`src/hw/rtl/fwf_pkg.sv`:
```
// Shared types, constants and window arithmetic of the flash window finder.
`timescale 1ns / 1ps

package fwf_pkg;

  // Field widths
  localparam int unsigned SampleW  = 20;
  localparam int unsigned BinW     = 10;
  localparam int unsigned PeW      = 25;
  localparam int unsigned LevelW   = 16;
  localparam int unsigned PeMinW   = 20;
  localparam int unsigned MultW    = 6;
  localparam int unsigned PreW     = 4;
  localparam int unsigned ApbAddrW = 5;
  localparam int unsigned ApbDataW = 32;
  localparam int unsigned RegIdxW  = 3;

  // Defaults for the top-level parameters
  localparam int unsigned MAX_CHANNELS_DEF = 32;
  localparam int unsigned RESULT_DEPTH_DEF = 4;

  localparam logic [BinW-1:0] BinMax = '1;
  localparam logic [PeW-1:0]  PeMax  = '1;

  // Register reset values
  localparam logic [LevelW-1:0] SampleFloorRst = 16'd51;
  localparam logic [LevelW-1:0] HitLevelRst    = 16'd384;
  localparam logic [PeMinW-1:0] PeMinRst       = 20'd1536;
  localparam logic [MultW-1:0]  MultMinRst     = 6'd3;
  localparam logic [BinW-1:0]   WindowBinsRst  = 10'd78;
  localparam logic [BinW-1:0]   MinGapRst      = 10'd4;
  localparam logic [PreW-1:0]   PreBinsRst     = 4'd2;
  localparam logic [BinW-1:0]   FrameBinsRst   = 10'd250;

  // Register map, word index = paddr[4:2]
  typedef enum logic [RegIdxW-1:0] {
    REG_SAMPLE_FLOOR = 3'd0,
    REG_HIT_LEVEL    = 3'd1,
    REG_PE_MIN       = 3'd2,
    REG_MULT_MIN     = 3'd3,
    REG_WINDOW_BINS  = 3'd4,
    REG_MIN_GAP      = 3'd5,
    REG_PRE_BINS     = 3'd6,
    REG_FRAME_BINS   = 3'd7
  } reg_idx_e;

  typedef struct packed {
    logic [LevelW-1:0] sample_floor;
    logic [LevelW-1:0] hit_level;
    logic [PeMinW-1:0] pe_min;
    logic [MultW-1:0]  mult_min;
    logic [BinW-1:0]   window_bins;
    logic [BinW-1:0]   min_gap;
    logic [PreW-1:0]   pre_bins;
    logic [BinW-1:0]   frame_bins;
  } cfg_t;

  typedef struct packed {
    logic signed [SampleW-1:0] sample;
    logic                      last_channel;
    logic                      last_bin;
  } in_item_t;

  typedef struct packed {
    logic [BinW-1:0] window_start;
    logic [BinW-1:0] window_end;
    logic [BinW-1:0] trigger_bin;
    logic [PeW-1:0]  trigger_pe;
    logic            last_of_run;
  } result_t;

  typedef struct packed {
    logic [BinW-1:0] first_bin;
    logic [BinW-1:0] end_bin;
  } window_t;

  // Window of a flash triggered at trig_bin; capped also by the next trigger if asked
  function automatic window_t calc_window(input logic [BinW-1:0] trig_bin,
                                          input logic [BinW-1:0] next_bin,
                                          input logic            capped,
                                          input cfg_t            cfg);
    logic signed [BinW+1:0] start_s;
    logic signed [BinW+1:0] end_s;
    logic signed [BinW+1:0] cap_s;
    window_t                win;
    start_s = $signed({2'b00, trig_bin}) - $signed({{(BinW+2-PreW){1'b0}}, cfg.pre_bins});
    if (start_s < $signed({(BinW+2){1'b0}})) begin
      start_s = '0;
    end
    end_s = start_s + $signed({2'b00, cfg.window_bins});
    if (end_s > $signed({2'b00, cfg.frame_bins})) begin
      end_s = $signed({2'b00, cfg.frame_bins});
    end
    cap_s = $signed({2'b00, next_bin}) - $signed({{(BinW+2-PreW){1'b0}}, cfg.pre_bins});
    if (capped && (end_s > cap_s)) begin
      end_s = cap_s;
    end
    if (end_s < start_s) begin
      end_s = start_s;
    end
    win.first_bin = start_s[BinW-1:0];
    win.end_bin   = end_s[BinW-1:0];
    return win;
  endfunction

endpackage

```
`src/hw/rtl/pmt_flash_window_finder.sv`:
```
// Top level: per-bin PE and multiplicity accumulation, flash rules and result queue.
// Flow: a transferred sample is held in the item register and judged there; its results
//   are written into the result queue and offered on the output from its storage.
// Throughput: one sample per cycle; the item register waits only while the result
//   queue lacks room for two results, set by the output side draining one per transfer.
// Reset: accumulators, bin counter, pending flash and queue clear; registers take defaults.
`timescale 1ns / 1ps

module pmt_flash_window_finder #(
  parameter int unsigned MaxChannels = fwf_pkg::MAX_CHANNELS_DEF,
  parameter int unsigned ResultDepth = fwf_pkg::RESULT_DEPTH_DEF
) (
  input  logic                          clk_i,
  input  logic                          rst_ni,
  input  logic                          in_valid_i,
  output logic                          in_stall_o,
  input  fwf_pkg::in_item_t             in_data_i,
  output logic                          out_valid_o,
  input  logic                          out_stall_i,
  output fwf_pkg::result_t              out_data_o,
  input  logic                          psel,
  input  logic                          penable,
  input  logic                          pwrite,
  input  logic [fwf_pkg::ApbAddrW-1:0]  paddr,
  input  logic [fwf_pkg::ApbDataW-1:0]  pwdata,
  output logic [fwf_pkg::ApbDataW-1:0]  prdata,
  output logic                          pready
);
  import fwf_pkg::*;

  localparam int unsigned FireW = $clog2(MaxChannels + 1);
  localparam int unsigned CmpW  = (FireW > MultW) ? FireW : MultW;

  cfg_t cfg;

  fwf_regs u_regs (
    .clk_i   (clk_i),
    .rst_ni  (rst_ni),
    .psel    (psel),
    .penable (penable),
    .pwrite  (pwrite),
    .paddr   (paddr),
    .pwdata  (pwdata),
    .prdata  (prdata),
    .pready  (pready),
    .cfg_o   (cfg)
  );

  // Item register
  in_item_t item_q;
  logic     item_valid_q;
  logic     room2;
  logic     load, proc;

  assign proc       = item_valid_q && room2;
  assign in_stall_o = item_valid_q && !room2;
  assign load       = in_valid_i && !in_stall_o;

  always_ff @(posedge clk_i or negedge rst_ni) begin
    if (!rst_ni) begin
      item_valid_q <= 1'b0;
    end else if (load) begin
      item_valid_q <= 1'b1;
    end else if (proc) begin
      item_valid_q <= 1'b0;
    end
  end

  always_ff @(posedge clk_i) begin
    if (load) begin
      item_q <= in_data_i;
    end
  end

  // Bin and flash state
  logic [BinW-1:0]  bin_q, bin_d;
  logic [PeW-1:0]   pe_q, pe_d;
  logic [FireW-1:0] fired_q, fired_d;
  logic             pend_q, pend_d;
  logic [BinW-1:0]  pend_bin_q, pend_bin_d;
  logic [PeW-1:0]   pend_pe_q, pend_pe_d;

  logic             s_pos, above_floor, above_hit;
  logic [PeW:0]     pe_sum;
  logic [PeW-1:0]   pe_new;
  logic [FireW-1:0] fired_new;
  logic             end_bin, end_frame;
  logic             trig, take;
  logic [BinW-1:0]  bin_gap;
  logic             new_flash;
  logic [BinW-1:0]  flush_bin;
  window_t          win_close, win_flush;
  result_t          res_close, res_flush;
  logic             emit_close, emit_flush;
  logic [1:0]       push_cnt;
  result_t          wdata0, wdata1;

  always_comb begin
    // Sample thresholds; nonpositive samples never pass
    s_pos       = !item_q.sample[SampleW-1];
    above_floor = s_pos && (item_q.sample[SampleW-2:0] >
                            {{(SampleW-1-LevelW){1'b0}}, cfg.sample_floor});
    above_hit   = s_pos && (item_q.sample[SampleW-2:0] >
                            {{(SampleW-1-LevelW){1'b0}}, cfg.hit_level});

    // Saturating PE sum and fired channel count
    pe_sum = {1'b0, pe_q} + {{(PeW+2-SampleW){1'b0}}, item_q.sample[SampleW-2:0]};
    pe_new = pe_q;
    if (above_floor) begin
      pe_new = pe_sum[PeW] ? PeMax : pe_sum[PeW-1:0];
    end
    fired_new = fired_q;
    if (above_hit && (fired_q < FireW'(MaxChannels))) begin
      fired_new = fired_q + FireW'(1);
    end

    end_bin   = item_q.last_channel || item_q.last_bin;
    end_frame = item_q.last_bin;

    // Flash rules
    trig = (pe_new >= {{(PeW-PeMinW){1'b0}}, cfg.pe_min}) &&
           (CmpW'(fired_new) >= CmpW'(cfg.mult_min));
    bin_gap = bin_q - pend_bin_q;
    take = !pend_q || (bin_gap >= cfg.window_bins) ||
           ((bin_gap > cfg.min_gap) && (pe_new > pend_pe_q));
    new_flash = end_bin && trig && take;

    // Defaults: hold state
    pe_d       = pe_new;
    fired_d    = fired_new;
    pend_d     = pend_q;
    pend_bin_d = pend_bin_q;
    pend_pe_d  = pend_pe_q;
    bin_d      = bin_q;
    emit_close = 1'b0;
    emit_flush = 1'b0;

    if (end_bin) begin
      pe_d    = '0;
      fired_d = '0;
      if (trig && take) begin
        emit_close = pend_q;
        pend_d     = 1'b1;
        pend_bin_d = bin_q;
        pend_pe_d  = pe_new;
      end
      if (end_frame) begin
        emit_flush = pend_d;
        pend_d     = 1'b0;
        pend_bin_d = '0;
        pend_pe_d  = '0;
        bin_d      = '0;
      end else if (bin_q < BinMax) begin
        bin_d = bin_q + BinW'(1);
      end
    end

    // Flush reports the pending flash as it stands after this bin's trigger decision
    flush_bin = new_flash ? bin_q : pend_bin_q;

    // Window of the flash closed by a new trigger, and of the frame flush
    win_close = calc_window(pend_bin_q, bin_q, 1'b1, cfg);
    win_flush = calc_window(flush_bin, bin_q, 1'b0, cfg);

    res_close.window_start = win_close.first_bin;
    res_close.window_end   = win_close.end_bin;
    res_close.trigger_bin  = pend_bin_q;
    res_close.trigger_pe   = pend_pe_q;
    res_close.last_of_run  = !emit_flush;

    res_flush.window_start = win_flush.first_bin;
    res_flush.window_end   = win_flush.end_bin;
    res_flush.trigger_bin  = flush_bin;
    res_flush.trigger_pe   = new_flash ? pe_new : pend_pe_q;
    res_flush.last_of_run  = 1'b1;

    // Queue push
    wdata0   = emit_close ? res_close : res_flush;
    wdata1   = res_flush;
    push_cnt = 2'd0;
    if (proc) begin
      push_cnt = 2'(emit_close) + 2'(emit_flush);
    end
  end

  always_ff @(posedge clk_i or negedge rst_ni) begin
    if (!rst_ni) begin
      bin_q      <= '0;
      pe_q       <= '0;
      fired_q    <= '0;
      pend_q     <= 1'b0;
      pend_bin_q <= '0;
      pend_pe_q  <= '0;
    end else if (proc) begin
      bin_q      <= bin_d;
      pe_q       <= pe_d;
      fired_q    <= fired_d;
      pend_q     <= pend_d;
      pend_bin_q <= pend_bin_d;
      pend_pe_q  <= pend_pe_d;
    end
  end

  fwf_result_fifo #(
    .Depth (ResultDepth)
  ) u_fifo (
    .clk_i       (clk_i),
    .rst_ni      (rst_ni),
    .push_cnt_i  (push_cnt),
    .wdata0_i    (wdata0),
    .wdata1_i    (wdata1),
    .room2_o     (room2),
    .out_valid_o (out_valid_o),
    .out_stall_i (out_stall_i),
    .out_data_o  (out_data_o)
  );

  // No pending flash means its trigger record is clear
  a_pend_clear: assert property (@(posedge clk_i) disable iff (!rst_ni)
    !pend_q |-> ((pend_bin_q == '0) && (pend_pe_q == '0)))
    else $error("stale pending flash record");

  // A processed frame end restarts bin counting and drops the pending flash
  a_frame_restart: assert property (@(posedge clk_i) disable iff (!rst_ni)
    (proc && item_q.last_bin) |=> ((bin_q == '0) && !pend_q))
    else $error("frame end did not restart");

  // The item register only waits while it holds an item
  a_stall_holds: assert property (@(posedge clk_i) disable iff (!rst_ni)
    in_stall_o |=> item_valid_q)
    else $error("stall with empty item register");

endmodule

```
`src/hw/rtl/fwf_regs.sv`:
```
// APB register file holding the flash finder thresholds and window settings.
`timescale 1ns / 1ps

module fwf_regs (
  input  logic                          clk_i,
  input  logic                          rst_ni,
  input  logic                          psel,
  input  logic                          penable,
  input  logic                          pwrite,
  input  logic [fwf_pkg::ApbAddrW-1:0]  paddr,
  input  logic [fwf_pkg::ApbDataW-1:0]  pwdata,
  output logic [fwf_pkg::ApbDataW-1:0]  prdata,
  output logic                          pready,
  output fwf_pkg::cfg_t                 cfg_o
);
  import fwf_pkg::*;

  cfg_t     cfg_q;
  reg_idx_e idx;
  logic     wr_en;

  assign idx    = reg_idx_e'(paddr[ApbAddrW-1:2]);
  assign wr_en  = psel && penable && pwrite;
  assign pready = 1'b1;
  assign cfg_o  = cfg_q;

  // Register writes on the access cycle
  always_ff @(posedge clk_i or negedge rst_ni) begin
    if (!rst_ni) begin
      cfg_q.sample_floor <= SampleFloorRst;
      cfg_q.hit_level    <= HitLevelRst;
      cfg_q.pe_min       <= PeMinRst;
      cfg_q.mult_min     <= MultMinRst;
      cfg_q.window_bins  <= WindowBinsRst;
      cfg_q.min_gap      <= MinGapRst;
      cfg_q.pre_bins     <= PreBinsRst;
      cfg_q.frame_bins   <= FrameBinsRst;
    end else if (wr_en) begin
      case (idx)
        REG_SAMPLE_FLOOR: cfg_q.sample_floor <= pwdata[LevelW-1:0];
        REG_HIT_LEVEL:    cfg_q.hit_level    <= pwdata[LevelW-1:0];
        REG_PE_MIN:       cfg_q.pe_min       <= pwdata[PeMinW-1:0];
        REG_MULT_MIN:     cfg_q.mult_min     <= pwdata[MultW-1:0];
        REG_WINDOW_BINS:  cfg_q.window_bins  <= pwdata[BinW-1:0];
        REG_MIN_GAP:      cfg_q.min_gap      <= pwdata[BinW-1:0];
        REG_PRE_BINS:     cfg_q.pre_bins     <= pwdata[PreW-1:0];
        REG_FRAME_BINS:   cfg_q.frame_bins   <= pwdata[BinW-1:0];
        default: ;
      endcase
    end
  end

  // Read mux
  always_comb begin
    prdata = '0;
    case (idx)
      REG_SAMPLE_FLOOR: prdata = {{(ApbDataW-LevelW){1'b0}}, cfg_q.sample_floor};
      REG_HIT_LEVEL:    prdata = {{(ApbDataW-LevelW){1'b0}}, cfg_q.hit_level};
      REG_PE_MIN:       prdata = {{(ApbDataW-PeMinW){1'b0}}, cfg_q.pe_min};
      REG_MULT_MIN:     prdata = {{(ApbDataW-MultW){1'b0}}, cfg_q.mult_min};
      REG_WINDOW_BINS:  prdata = {{(ApbDataW-BinW){1'b0}}, cfg_q.window_bins};
      REG_MIN_GAP:      prdata = {{(ApbDataW-BinW){1'b0}}, cfg_q.min_gap};
      REG_PRE_BINS:     prdata = {{(ApbDataW-PreW){1'b0}}, cfg_q.pre_bins};
      REG_FRAME_BINS:   prdata = {{(ApbDataW-BinW){1'b0}}, cfg_q.frame_bins};
      default:          prdata = '0;
    endcase
  end

endmodule

```
`src/hw/rtl/fwf_result_fifo.sv`:
```
// Small result queue: takes up to two results a cycle, hands out one per transfer.
`timescale 1ns / 1ps

module fwf_result_fifo #(
  parameter int unsigned Depth = fwf_pkg::RESULT_DEPTH_DEF
) (
  input  logic             clk_i,
  input  logic             rst_ni,
  input  logic [1:0]       push_cnt_i,
  input  fwf_pkg::result_t wdata0_i,
  input  fwf_pkg::result_t wdata1_i,
  output logic             room2_o,
  output logic             out_valid_o,
  input  logic             out_stall_i,
  output fwf_pkg::result_t out_data_o
);
  import fwf_pkg::*;

  localparam int unsigned PtrW = $clog2(Depth);
  localparam int unsigned CntW = $clog2(Depth + 1);

  result_t         mem_q [Depth];
  logic [PtrW-1:0] wr_ptr_q, rd_ptr_q;
  logic [CntW-1:0] count_q;
  logic            pop;

  assign out_valid_o = (count_q != '0);
  assign out_data_o  = mem_q[rd_ptr_q];
  assign pop         = out_valid_o && !out_stall_i;
  assign room2_o     = (count_q <= CntW'(Depth - 2));

  // Pointers and fill level
  always_ff @(posedge clk_i or negedge rst_ni) begin
    if (!rst_ni) begin
      wr_ptr_q <= '0;
      rd_ptr_q <= '0;
      count_q  <= '0;
    end else begin
      wr_ptr_q <= wr_ptr_q + PtrW'(push_cnt_i);
      if (pop) begin
        rd_ptr_q <= rd_ptr_q + PtrW'(1);
      end
      count_q <= count_q + CntW'(push_cnt_i) - CntW'(pop);
    end
  end

  // Entry storage
  always_ff @(posedge clk_i) begin
    if (push_cnt_i != 2'd0) begin
      mem_q[wr_ptr_q] <= wdata0_i;
    end
    if (push_cnt_i == 2'd2) begin
      mem_q[wr_ptr_q + PtrW'(1)] <= wdata1_i;
    end
  end

  // Never more entries than slots
  a_no_overflow: assert property (@(posedge clk_i) disable iff (!rst_ni)
    count_q <= CntW'(Depth))
    else $error("result queue overflow");

  // A push only lands where there is space
  a_push_fits: assert property (@(posedge clk_i) disable iff (!rst_ni)
    (push_cnt_i != 2'd0) |-> (count_q <= CntW'(Depth - 2)))
    else $error("push without room");

  // Pointer distance matches the fill level whenever the queue is not full
  a_ptr_cnt: assert property (@(posedge clk_i) disable iff (!rst_ni)
    (count_q != CntW'(Depth)) |-> (PtrW'(wr_ptr_q - rd_ptr_q) == PtrW'(count_q)))
    else $error("pointer and count disagree");

endmodule
```
`config.mk`:
```
export PLATFORM = sky130hd
export DESIGN_NAME = pmt_flash_window_finder
export DESIGN_NICKNAME = d
export VERILOG_FILES = /design/src/hw/rtl/fwf_pkg.sv /design/src/hw/rtl/pmt_flash_window_finder.sv /design/src/hw/rtl/fwf_regs.sv /design/src/hw/rtl/fwf_result_fifo.sv
export SDC_FILE = /design/constraint.sdc
export NUM_CORES = 1
export LEC_CHECK = 0
export BUFFER_PORTS_ARGS = -buffer_cell sky130_fd_sc_hd__buf_2
export CAP_MARGIN = 0
export CORE_MARGIN = 8
export CORE_UTILIZATION = 50
export DETAILED_ROUTE_END_ITERATION = 10
export PLACE_DENSITY_LB_ADDON = 0.1
export SLEW_MARGIN = 10
export SYNTH_ARGS = -nofsm -noshare
export SYNTH_HDL_FRONTEND = slang
export SYNTH_SLANG_ARGS = --single-unit
```
`constraint.sdc`:
```
create_clock -name clk_i -period 18.2 [get_ports clk_i]
set_clock_uncertainty 0.15 [all_clocks]
set_input_delay 1.82 -clock clk_i [delete_from_list [all_inputs] [get_ports clk_i]]
set_output_delay 1.82 -clock clk_i [all_outputs]
set_load 0.02 [all_outputs]
```
==> flow_summary.toml, run 1 <==
[global_route]
pin_count_of_the_biggest_net_entering_global_routing = 120
overflow = 0
vias_in_the_first_global_route = 21641
antenna_found_initial = 1
busiest_layer = "met2"
gr-usage-met1_pct = 38.2
globalRouteMet2Util_pct = 42.2
grtUsageTotal_pct = 27.0
grt_pass1_wl_mm = 131
grt.met3_usage_pct = 4.73

[final_layout]
final_common_cell = "sky130_fd_sc_hd__edfxtp_1"
insertedDiodeCount = 0
final_layout_size_suffix_gt1_share_pct = 16.1
fillers = 4737
most-common-layout-cells = "sky130_fd_sc_hd__edfxtp_1, sky130_fd_sc_hd__nand2_1, sky130_fd_sc_hd__ha_1, sky130_fd_sc_hd__inv_1, sky130_fd_sc_hd__o21ai_0"
synthToLayoutAreaGrowth_pct = 10.7
layout.nets = 2948

[synth]
postSynthCellCount = 2583
post_syn_area_per_cell_um2 = 10.5
number_of_synthesized_flops_with_an_enable_pin = 242
synth_largest_area_cell = "sky130_fd_sc_hd__edfxtp_1"
synth_async_sr_flop_share_pct = 41.8
synthFlopType = "sky130_fd_sc_hd__edfxtp_1"
synth.ff_latch_count = 423
synth_cell_types = 94
netlist_top_cells_area = "sky130_fd_sc_hd__edfxtp_1, sky130_fd_sc_hd__dfrtp_1, sky130_fd_sc_hd__ha_1"
yosysWarnings = 0
synthDominantCellAreaShare_pct = 26.7
seq_area_frac_synth_pct = 43.3
mapped_cell_area_um2 = 27200

[clocking]
ctsLongestPathBuffers = 3
cts.hold.buffers_added = 0
clock-root-buffer = "sky130_fd_sc_hd__clkbuf_16"
worst_skew_pair.late_latency_ns = 0.61
tritoncts = "done"
cts_max_level = 2
cts_sink_count = 423
cts_buffers = 48
clk_transition_reported_paths_ns = 0.06

[worst_setup_path]
timing.critical_path.to_type = "register"
criticalPathCategory = "register to register"
crit_top_cell = "sky130_fd_sc_hd__a21o_1"
worstPathMaxFanout = 32
worst_path_max_delay_cell = "sky130_fd_sc_hd__nor3_1"
startpoint_class_of_the_critical_path = "register"
critical-path-top-delay-family = "compound AO/OA/AOI/OAI gates"
max_stage_delay_ns = 0.66
timing.critical_path.buf_inv = 2
crit_required_ns = 18.35
arrival_worst_endpoint_ns = 17.38

[route]
drc = 0
wl_per_cell_um = 25.5
vias_post_dr = 21660
wl_mm = 86.3
drt_pre_antenna_iters = 6
route.detailed.vias_per_inst = 6.39
drtIter0Drc = 2221
route.antenna.remaining_nets = 0

[die]
core_area_um2 = 53800
floorplan.die.width_um = 249
die_outline_height_um = 249
ioPinCount = 157
rows = 85
die_area_um2 = 62200
initial_core_utilization_pct = 50.6

[sta]
final_hold_viol_count = 0
grt_setup_unrepaired = "no"
setup-violations-final = 0
report.final.slew_viol_count = 0
fin_setup_tns_ns = 0
holdWs_ns = 0.330
final.period_utilization_pct = 94.7
min_period_ns = 17.23
fmaxAchievable_mhz = 58.0
maxSlewHeadroom_pct = 19.3
worst_slew_pin_slew_ns = 1.21

[power_and_ir_drop]
power.ir.vdd_worst_mv = 0.107
power.density_nw_per_um2 = 144
power.static_leakage_nw = 12.3

[outcome]
status = "finished, final reports clean"

[worst_hold_path]
holdCritPathClass = "register to register"

[placed_design]
detailed_place_hpwl_mm = 60.3
io_buffer_count = 129
globalplace.congestion = 0.917

[run]
cap_viol_max_count = 0
==> worst min-delay path, cell delays in order, from the launching register on <==
cell and delay [ns]:
sky130_fd_sc_hd__dfxtp_1 0.32, sky130_fd_sc_hd__nand2_1 0.05, sky130_fd_sc_hd__o211ai_1 0.07
==> metal layers <==
layer  vias to the layer above  wire (um)
met1                     10752      38000
li1                       9852          -
met5                         -         13
met2                       909      38900
met4                         2       2260
met3                       145       7150
==> per-stage QoR <==
stage | total power, W | instances | util, % | setup WS [ns] | instance area (um2)
after floorplan | 0.00263 | 2594 | - | 5.17 | 27300
after global placement | 0.00318 | 3301 | 52.7 | 1.47 | 28400
after detailed placement | 0.00324 | 3301 | 52.7 | 1.13 | 28400
after CTS | 0.00432 | 3390 | 56.0 | 0.972 | 30100
after global routing | 0.00459 | 3390 | 56.0 | 0.235 | 30100
final | 0.00433 | 3390 | 56.0 | 0.970 | 30100
==> sequential cells by signal, summed over array words and instances, names as in the netlist, 2 cells and up <==
name / cells
u_fifo.rd_ptr_q: 2
u_fifo.wr_ptr_q: 2
pend_bin_q: 10
pend_pe_q: 25
u_regs.cfg_o: 92
fired_q: 6
item_q: 21
bin_q: 10
u_fifo.count_q: 3
u_fifo.mem_q: 224
pe_q: 25
==> worst paths after layout <==
| check | start | to | slack (ns) | cells past startpoint |
|---|---|---|---|---|
| hold reg to reg | u_fifo.mem_q[0][0] | u_fifo.mem_q[0][0] | 0.33 | 2 |
| max in group asynchronous | rst_ni | u_fifo.rd_ptr_q[0] | 15.06 | 2 |
| hold / removal | u_fifo.mem_q[0][0] | u_fifo.mem_q[0][0] | 0.33 | 2 |
| setup / recovery | item_q[11] | u_fifo.mem_q[0][38] | 0.97 | 55 |
| min in group asynchronous | rst_ni | u_regs.cfg_o[52] | 1.26 | 1 |
| setup reg to reg | item_q[11] | u_fifo.mem_q[0][38] | 0.97 | 55 |
==> what timing repair did <==
action                                  in CTS  in global routing
endpoints found under the setup margin       0                  4
resized for setup                            0                  1
hold endpoints to repair                     0                  0
buffers inserted                             0                  0
==> synthesized netlist by cell type (all sizes together) (58+ instances only) <==
| master | number |
|---|---|
| edfxtp | 242 |
| nand2 | 228 |
| ha | 219 |
| inv | 197 |
| o21ai | 167 |
| o22ai | 158 |
| dfrtp | 155 |
| a21oi | 135 |
| nor2 | 119 |
| clkbuf | 91 |
| a22o | 84 |
| mux2i | 68 |
| mux2 | 61 |
| mux4 | 59 |
| buf | 58 |
==> final cells by class <==
| type | instances | area [um2] | area share (%) |
|---|---|---|---|
| flip-flops and latches | 423 | 11800 | 39.2 |
| clock inverters | 27 | 435 | 1.44 |
| well taps | 696 | 871 | 2.89 |
| clock buffers | 62 | 1320 | 4.37 |
| multi-input cells | 1824 | 14100 | 46.7 |
| inverters | 198 | 743 | 2.47 |
| repair buffers | 160 | 887 | 2.94 |
==> power by group <==
group	leakage, nW	internal (W)	total, W	switching [W]
clock	0.850	0.000657	0.00108	0.000422
sequential	4.48	0.00110	0.00124	0.000139
combinational	7.01	0.000793	0.00201	0.00122
==> cell families after synthesis <==
logic type | Yosys count | share of synthesized area (%)
XOR/XNOR | 72 | 2.32
buffers and inverters | 347 | 5.33
other | 2 | 0.0276
adder cells (fa/ha/maj) | 227 | 10.7
AO/OA/AOI/OAI | 778 | 19.1
flip-flops | 423 | 43.3
AND/OR/NAND/NOR | 546 | 9.32
multiplexers | 188 | 9.90
Power figures use the tool's default switching activity.
==> inputs of run 2 (changes only) <==
--- a/config.mk
+++ b/config.mk
@@ -5,10 +5,11 @@
 export SDC_FILE = /design/constraint.sdc
 export NUM_CORES = 1
 export LEC_CHECK = 0
+export ABC_AREA = 1
 export BUFFER_PORTS_ARGS = -buffer_cell sky130_fd_sc_hd__buf_2
 export CAP_MARGIN = 0
 export CORE_MARGIN = 8
-export CORE_UTILIZATION = 50
+export CORE_UTILIZATION = 53
 export DETAILED_ROUTE_END_ITERATION = 10
 export PLACE_DENSITY_LB_ADDON = 0.1
 export SLEW_MARGIN = 10
==> flow_summary.toml, run 2 <==
[final_layout]
largest_register_ffs = 224
largest_register = "u_fifo.mem_q"
most-common-layout-cells = "sky130_fd_sc_hd__nand2_1, sky130_fd_sc_hd__inv_1, sky130_fd_sc_hd__o21ai_0, sky130_fd_sc_hd__o22ai_1, sky130_fd_sc_hd__nor2_1"
fillers = 4594
ff_latch_area_um2 = 11800
layout.nets = 3624
final_common_cell = "sky130_fd_sc_hd__nand2_1"
layout.cell_area.non_filler_um2 = 30000
synthToLayoutAreaGrowth_pct = 9.94
final_layout_size_suffix_gt1_share_pct = 9.88
combined_area_of_the_multi_input_logic_cells_um2 = 13400
insertedDiodeCount = 0

[global_route]
grt_pass1_wl_mm = 132
antenna_found_initial = 0
pin_count_of_the_biggest_net_entering_global_routing = 107
grtUsageTotal_pct = 28.0
vias_in_the_first_global_route = 23318
overflow = 0

[worst_setup_path]
crit_top_cell = "sky130_fd_sc_hd__nand2_1"
max_stage_delay_ns = 0.89
worst_path_max_delay_cell = "sky130_fd_sc_hd__o21ai_1"
startpoint_class_of_the_critical_path = "register"
crit_required_ns = 18.40
timing.critical_path.buf_inv = 9
criticalPathCategory = "register to register"
worstPathMaxFanout = 63
reg2reg_depth = 63
arrival_worst_endpoint_ns = 15.63
timing.critical_path.to_type = "register"
critical-path-top-delay-family = "compound AO/OA/AOI/OAI gates"
critical_path_depth = 63

[route]
route.antenna.remaining_nets = 0
vias_post_dr = 24355
drtIter0Drc = 2262
wl_mm = 85.5
route.detailed.vias_per_inst = 6.01
drc = 0
wl_per_cell_um = 21.1
drt_pre_antenna_iters = 6

[sta]
final.period_utilization_pct = 84.8
grt_setup_unrepaired = "no"
fmaxAchievable_mhz = 64.8
min_period_ns = 15.43
setup-violations-final = 0
maxSlewHeadroom_pct = 8.87
report.final.slew_viol_count = 0
worst_slew_pin_slew_ns = 1.36
fin_setup_tns_ns = 0
final_hold_viol_count = 0

[synth]
synth.ff_latch_count = 423
synthFlopType = "sky130_fd_sc_hd__edfxtp_1"
largest_family_of_logic_cells_by_synthesized_area = "compound AO/OA/AOI/OAI gates"
synth.cells.most_frequent = "sky130_fd_sc_hd__nand2_1, sky130_fd_sc_hd__inv_1, sky130_fd_sc_hd__o21ai_0, sky130_fd_sc_hd__o22ai_1, sky130_fd_sc_hd__nor2_1"
post_synth_mux_area_share_pct = 0
area_share_of_and_or_nand_nor_cells_after_synthesis_pct = 17.4
post_syn_area_per_cell_um2 = 8.33
yosys.area_share.adder_pct = 10.6
synth_cell_types = 60
number_of_synthesized_flops_with_an_enable_pin = 242
xor_xnor_share_of_the_synthesized_area_pct = 2.09
synthDominantCellAreaShare_pct = 26.6
mapped_cell_area_um2 = 27300
netlist_top_cells_area = "sky130_fd_sc_hd__edfxtp_1, sky130_fd_sc_hd__dfrtp_1, sky130_fd_sc_hd__ha_1"
yosysWarnings = 0
synth_async_sr_flop_share_pct = 41.8
synth_compound_area_share_pct = 18.4
postSynthCellCount = 3274
seq_area_frac_synth_pct = 43.3
synth.most_common_cell = "sky130_fd_sc_hd__nand2_1"
synth_largest_area_cell = "sky130_fd_sc_hd__edfxtp_1"

[power_and_ir_drop]
power.ir.vdd_worst_mv = 0.280
p_int_w = 0.00279
combPwrFrac_pct = 63.5
power.density_nw_per_um2 = 202
net-switching-power_w = 0.00328
power.static_leakage_nw = 13.5
share_seq_of_total_power_pct = 20.4
clockPowerShare_pct = 16.1
sw_frac_of_total_pct = 54.0

[die]
initial_core_utilization_pct = 53.4
rows = 83
ioPinCount = 157
die_area_um2 = 59000
core_area_um2 = 51100
die_outline_height_um = 243
floorplan.die.width_um = 243

[clocking]
tritoncts = "done"
cts.repair_timing.setup_buffer_count = 0
worst_skew_pair.late_latency_ns = 0.62
clk_transition_reported_paths_ns = 0.06
cts.hold.buffers_added = 0
cts_repair_resize_count = 0
cts_max_level = 2
cts_sink_count = 423
ctsLongestPathBuffers = 3
cts_buffers = 48
clock-root-buffer = "sky130_fd_sc_hd__clkbuf_16"

[worst_hold_path]
hold_path_depth = 2
holdCritPathClass = "register to register"

[placed_design]
placement.cell_area_um2 = 28400
globalplace.congestion = 0.955
io_buffer_count = 129
detailed_place_hpwl_mm = 60.2

[outcome]
status = "finished, final reports clean"

[run]
cap_viol_max_count = 0
run 2: cell types whose count changed after synthesis, moves of 59 or more:
| cell | previous run | this run |
|---|---|---|
| sky130_fd_sc_hd__a22o_1 | 84 | 0 |
| sky130_fd_sc_hd__o21ai_0 | 160 | 361 |
| sky130_fd_sc_hd__mux2i_1 | 68 | 0 |
| sky130_fd_sc_hd__nand2_1 | 228 | 568 |
| sky130_fd_sc_hd__nand3_1 | 31 | 148 |
| sky130_fd_sc_hd__mux2_2 | 61 | 0 |
| sky130_fd_sc_hd__nor2_1 | 115 | 251 |
| sky130_fd_sc_hd__inv_1 | 195 | 394 |
| sky130_fd_sc_hd__o22ai_1 | 158 | 315 |
| sky130_fd_sc_hd__mux4_2 | 59 | 0 |
run 2: cell type report:
type | instances | share of cell area [%]
Clock buffer | 57 | 4.22
Clock inverter | 33 | 1.09
Inverter | 412 | 5.16
Multi-Input combinational cell | 2295 | 44.6
Sequential cell | 423 | 39.4
Tap cell | 680 | 2.84
Timing Repair Buffer | 151 | 2.72
run 2: power groups by stage:
stage / Clock (W) / Combinational, W / Sequential [W]
after floorplan: 0 / 0.00275 / 0.00121
after global placement: 0 / 0.00361 / 0.00125
after detailed placement: 0 / 0.00374 / 0.00125
after CTS: 0.000989 / 0.00376 / 0.00123
after global routing: 0.00102 / 0.00423 / 0.00125
final: 0.000979 / 0.00386 / 0.00124
run 2: worst reg2reg max path, delay by kind of cell (launching register included):
kind	cells	cell delay (ns)
compound gates	19	5.26
simple gates	27	4.80
fa+ha+maj	7	2.39
buf+inv	9	1.79
flops	1	0.50
xor+xnor	1	0.27
run 2: cell families after synthesis:
group / after synthesis
compound gates: 885
simple gates: 1105
flops: 423
other cells: 2
buf+inv: 567
xor+xnor: 65
fa+ha+maj: 227
run 2: path summary, 6_finish.rpt:
kind / endpoint / slack [ns] / start
hold reg to reg: u_fifo.mem_q[0][0] / 0.33 / u_fifo.mem_q[0][0]
setup reg to reg: u_fifo.mem_q[3][37] / 2.77 / item_q[8]
min in group asynchronous: pend_pe_q[13] / 1.21 / rst_ni
max in group asynchronous: u_regs.cfg_o[31] / 15.06 / rst_ni
hold / removal: u_fifo.mem_q[0][0] / 0.33 / u_fifo.mem_q[0][0]
setup / recovery: u_fifo.mem_q[3][37] / 2.77 / item_q[8]
run 2: metal layers:
layer | part of all wire [%] | global-route usage [%] | vias to the layer above | wire, um
met5 | 0 | 0 | - | 0
li1 | - | - | 11531 | -
met2 | 45 | 43.6 | 1117 | 38100
met1 | 44 | 39.6 | 11563 | 37700
met3 | 8.8 | 4.72 | 144 | 7560
met4 | 2.5 | 8.37 | 0 | 2100
run 2: per-stage QoR:
stage | util [%] | cells | power (W) | hold WS, ns | worst slack (ns)
after floorplan | - | 3285 | 0.00396 | 0.287 | 7.47
after global placement | 55.6 | 3961 | 0.00485 | 0.299 | 3.41
after detailed placement | 55.6 | 3961 | 0.00499 | 0.314 | 3.22
after CTS | 58.7 | 4051 | 0.00598 | 0.327 | 3.16
after global routing | 58.7 | 4051 | 0.00651 | 0.352 | 1.73
final | 58.7 | 4051 | 0.00607 | 0.332 | 2.77
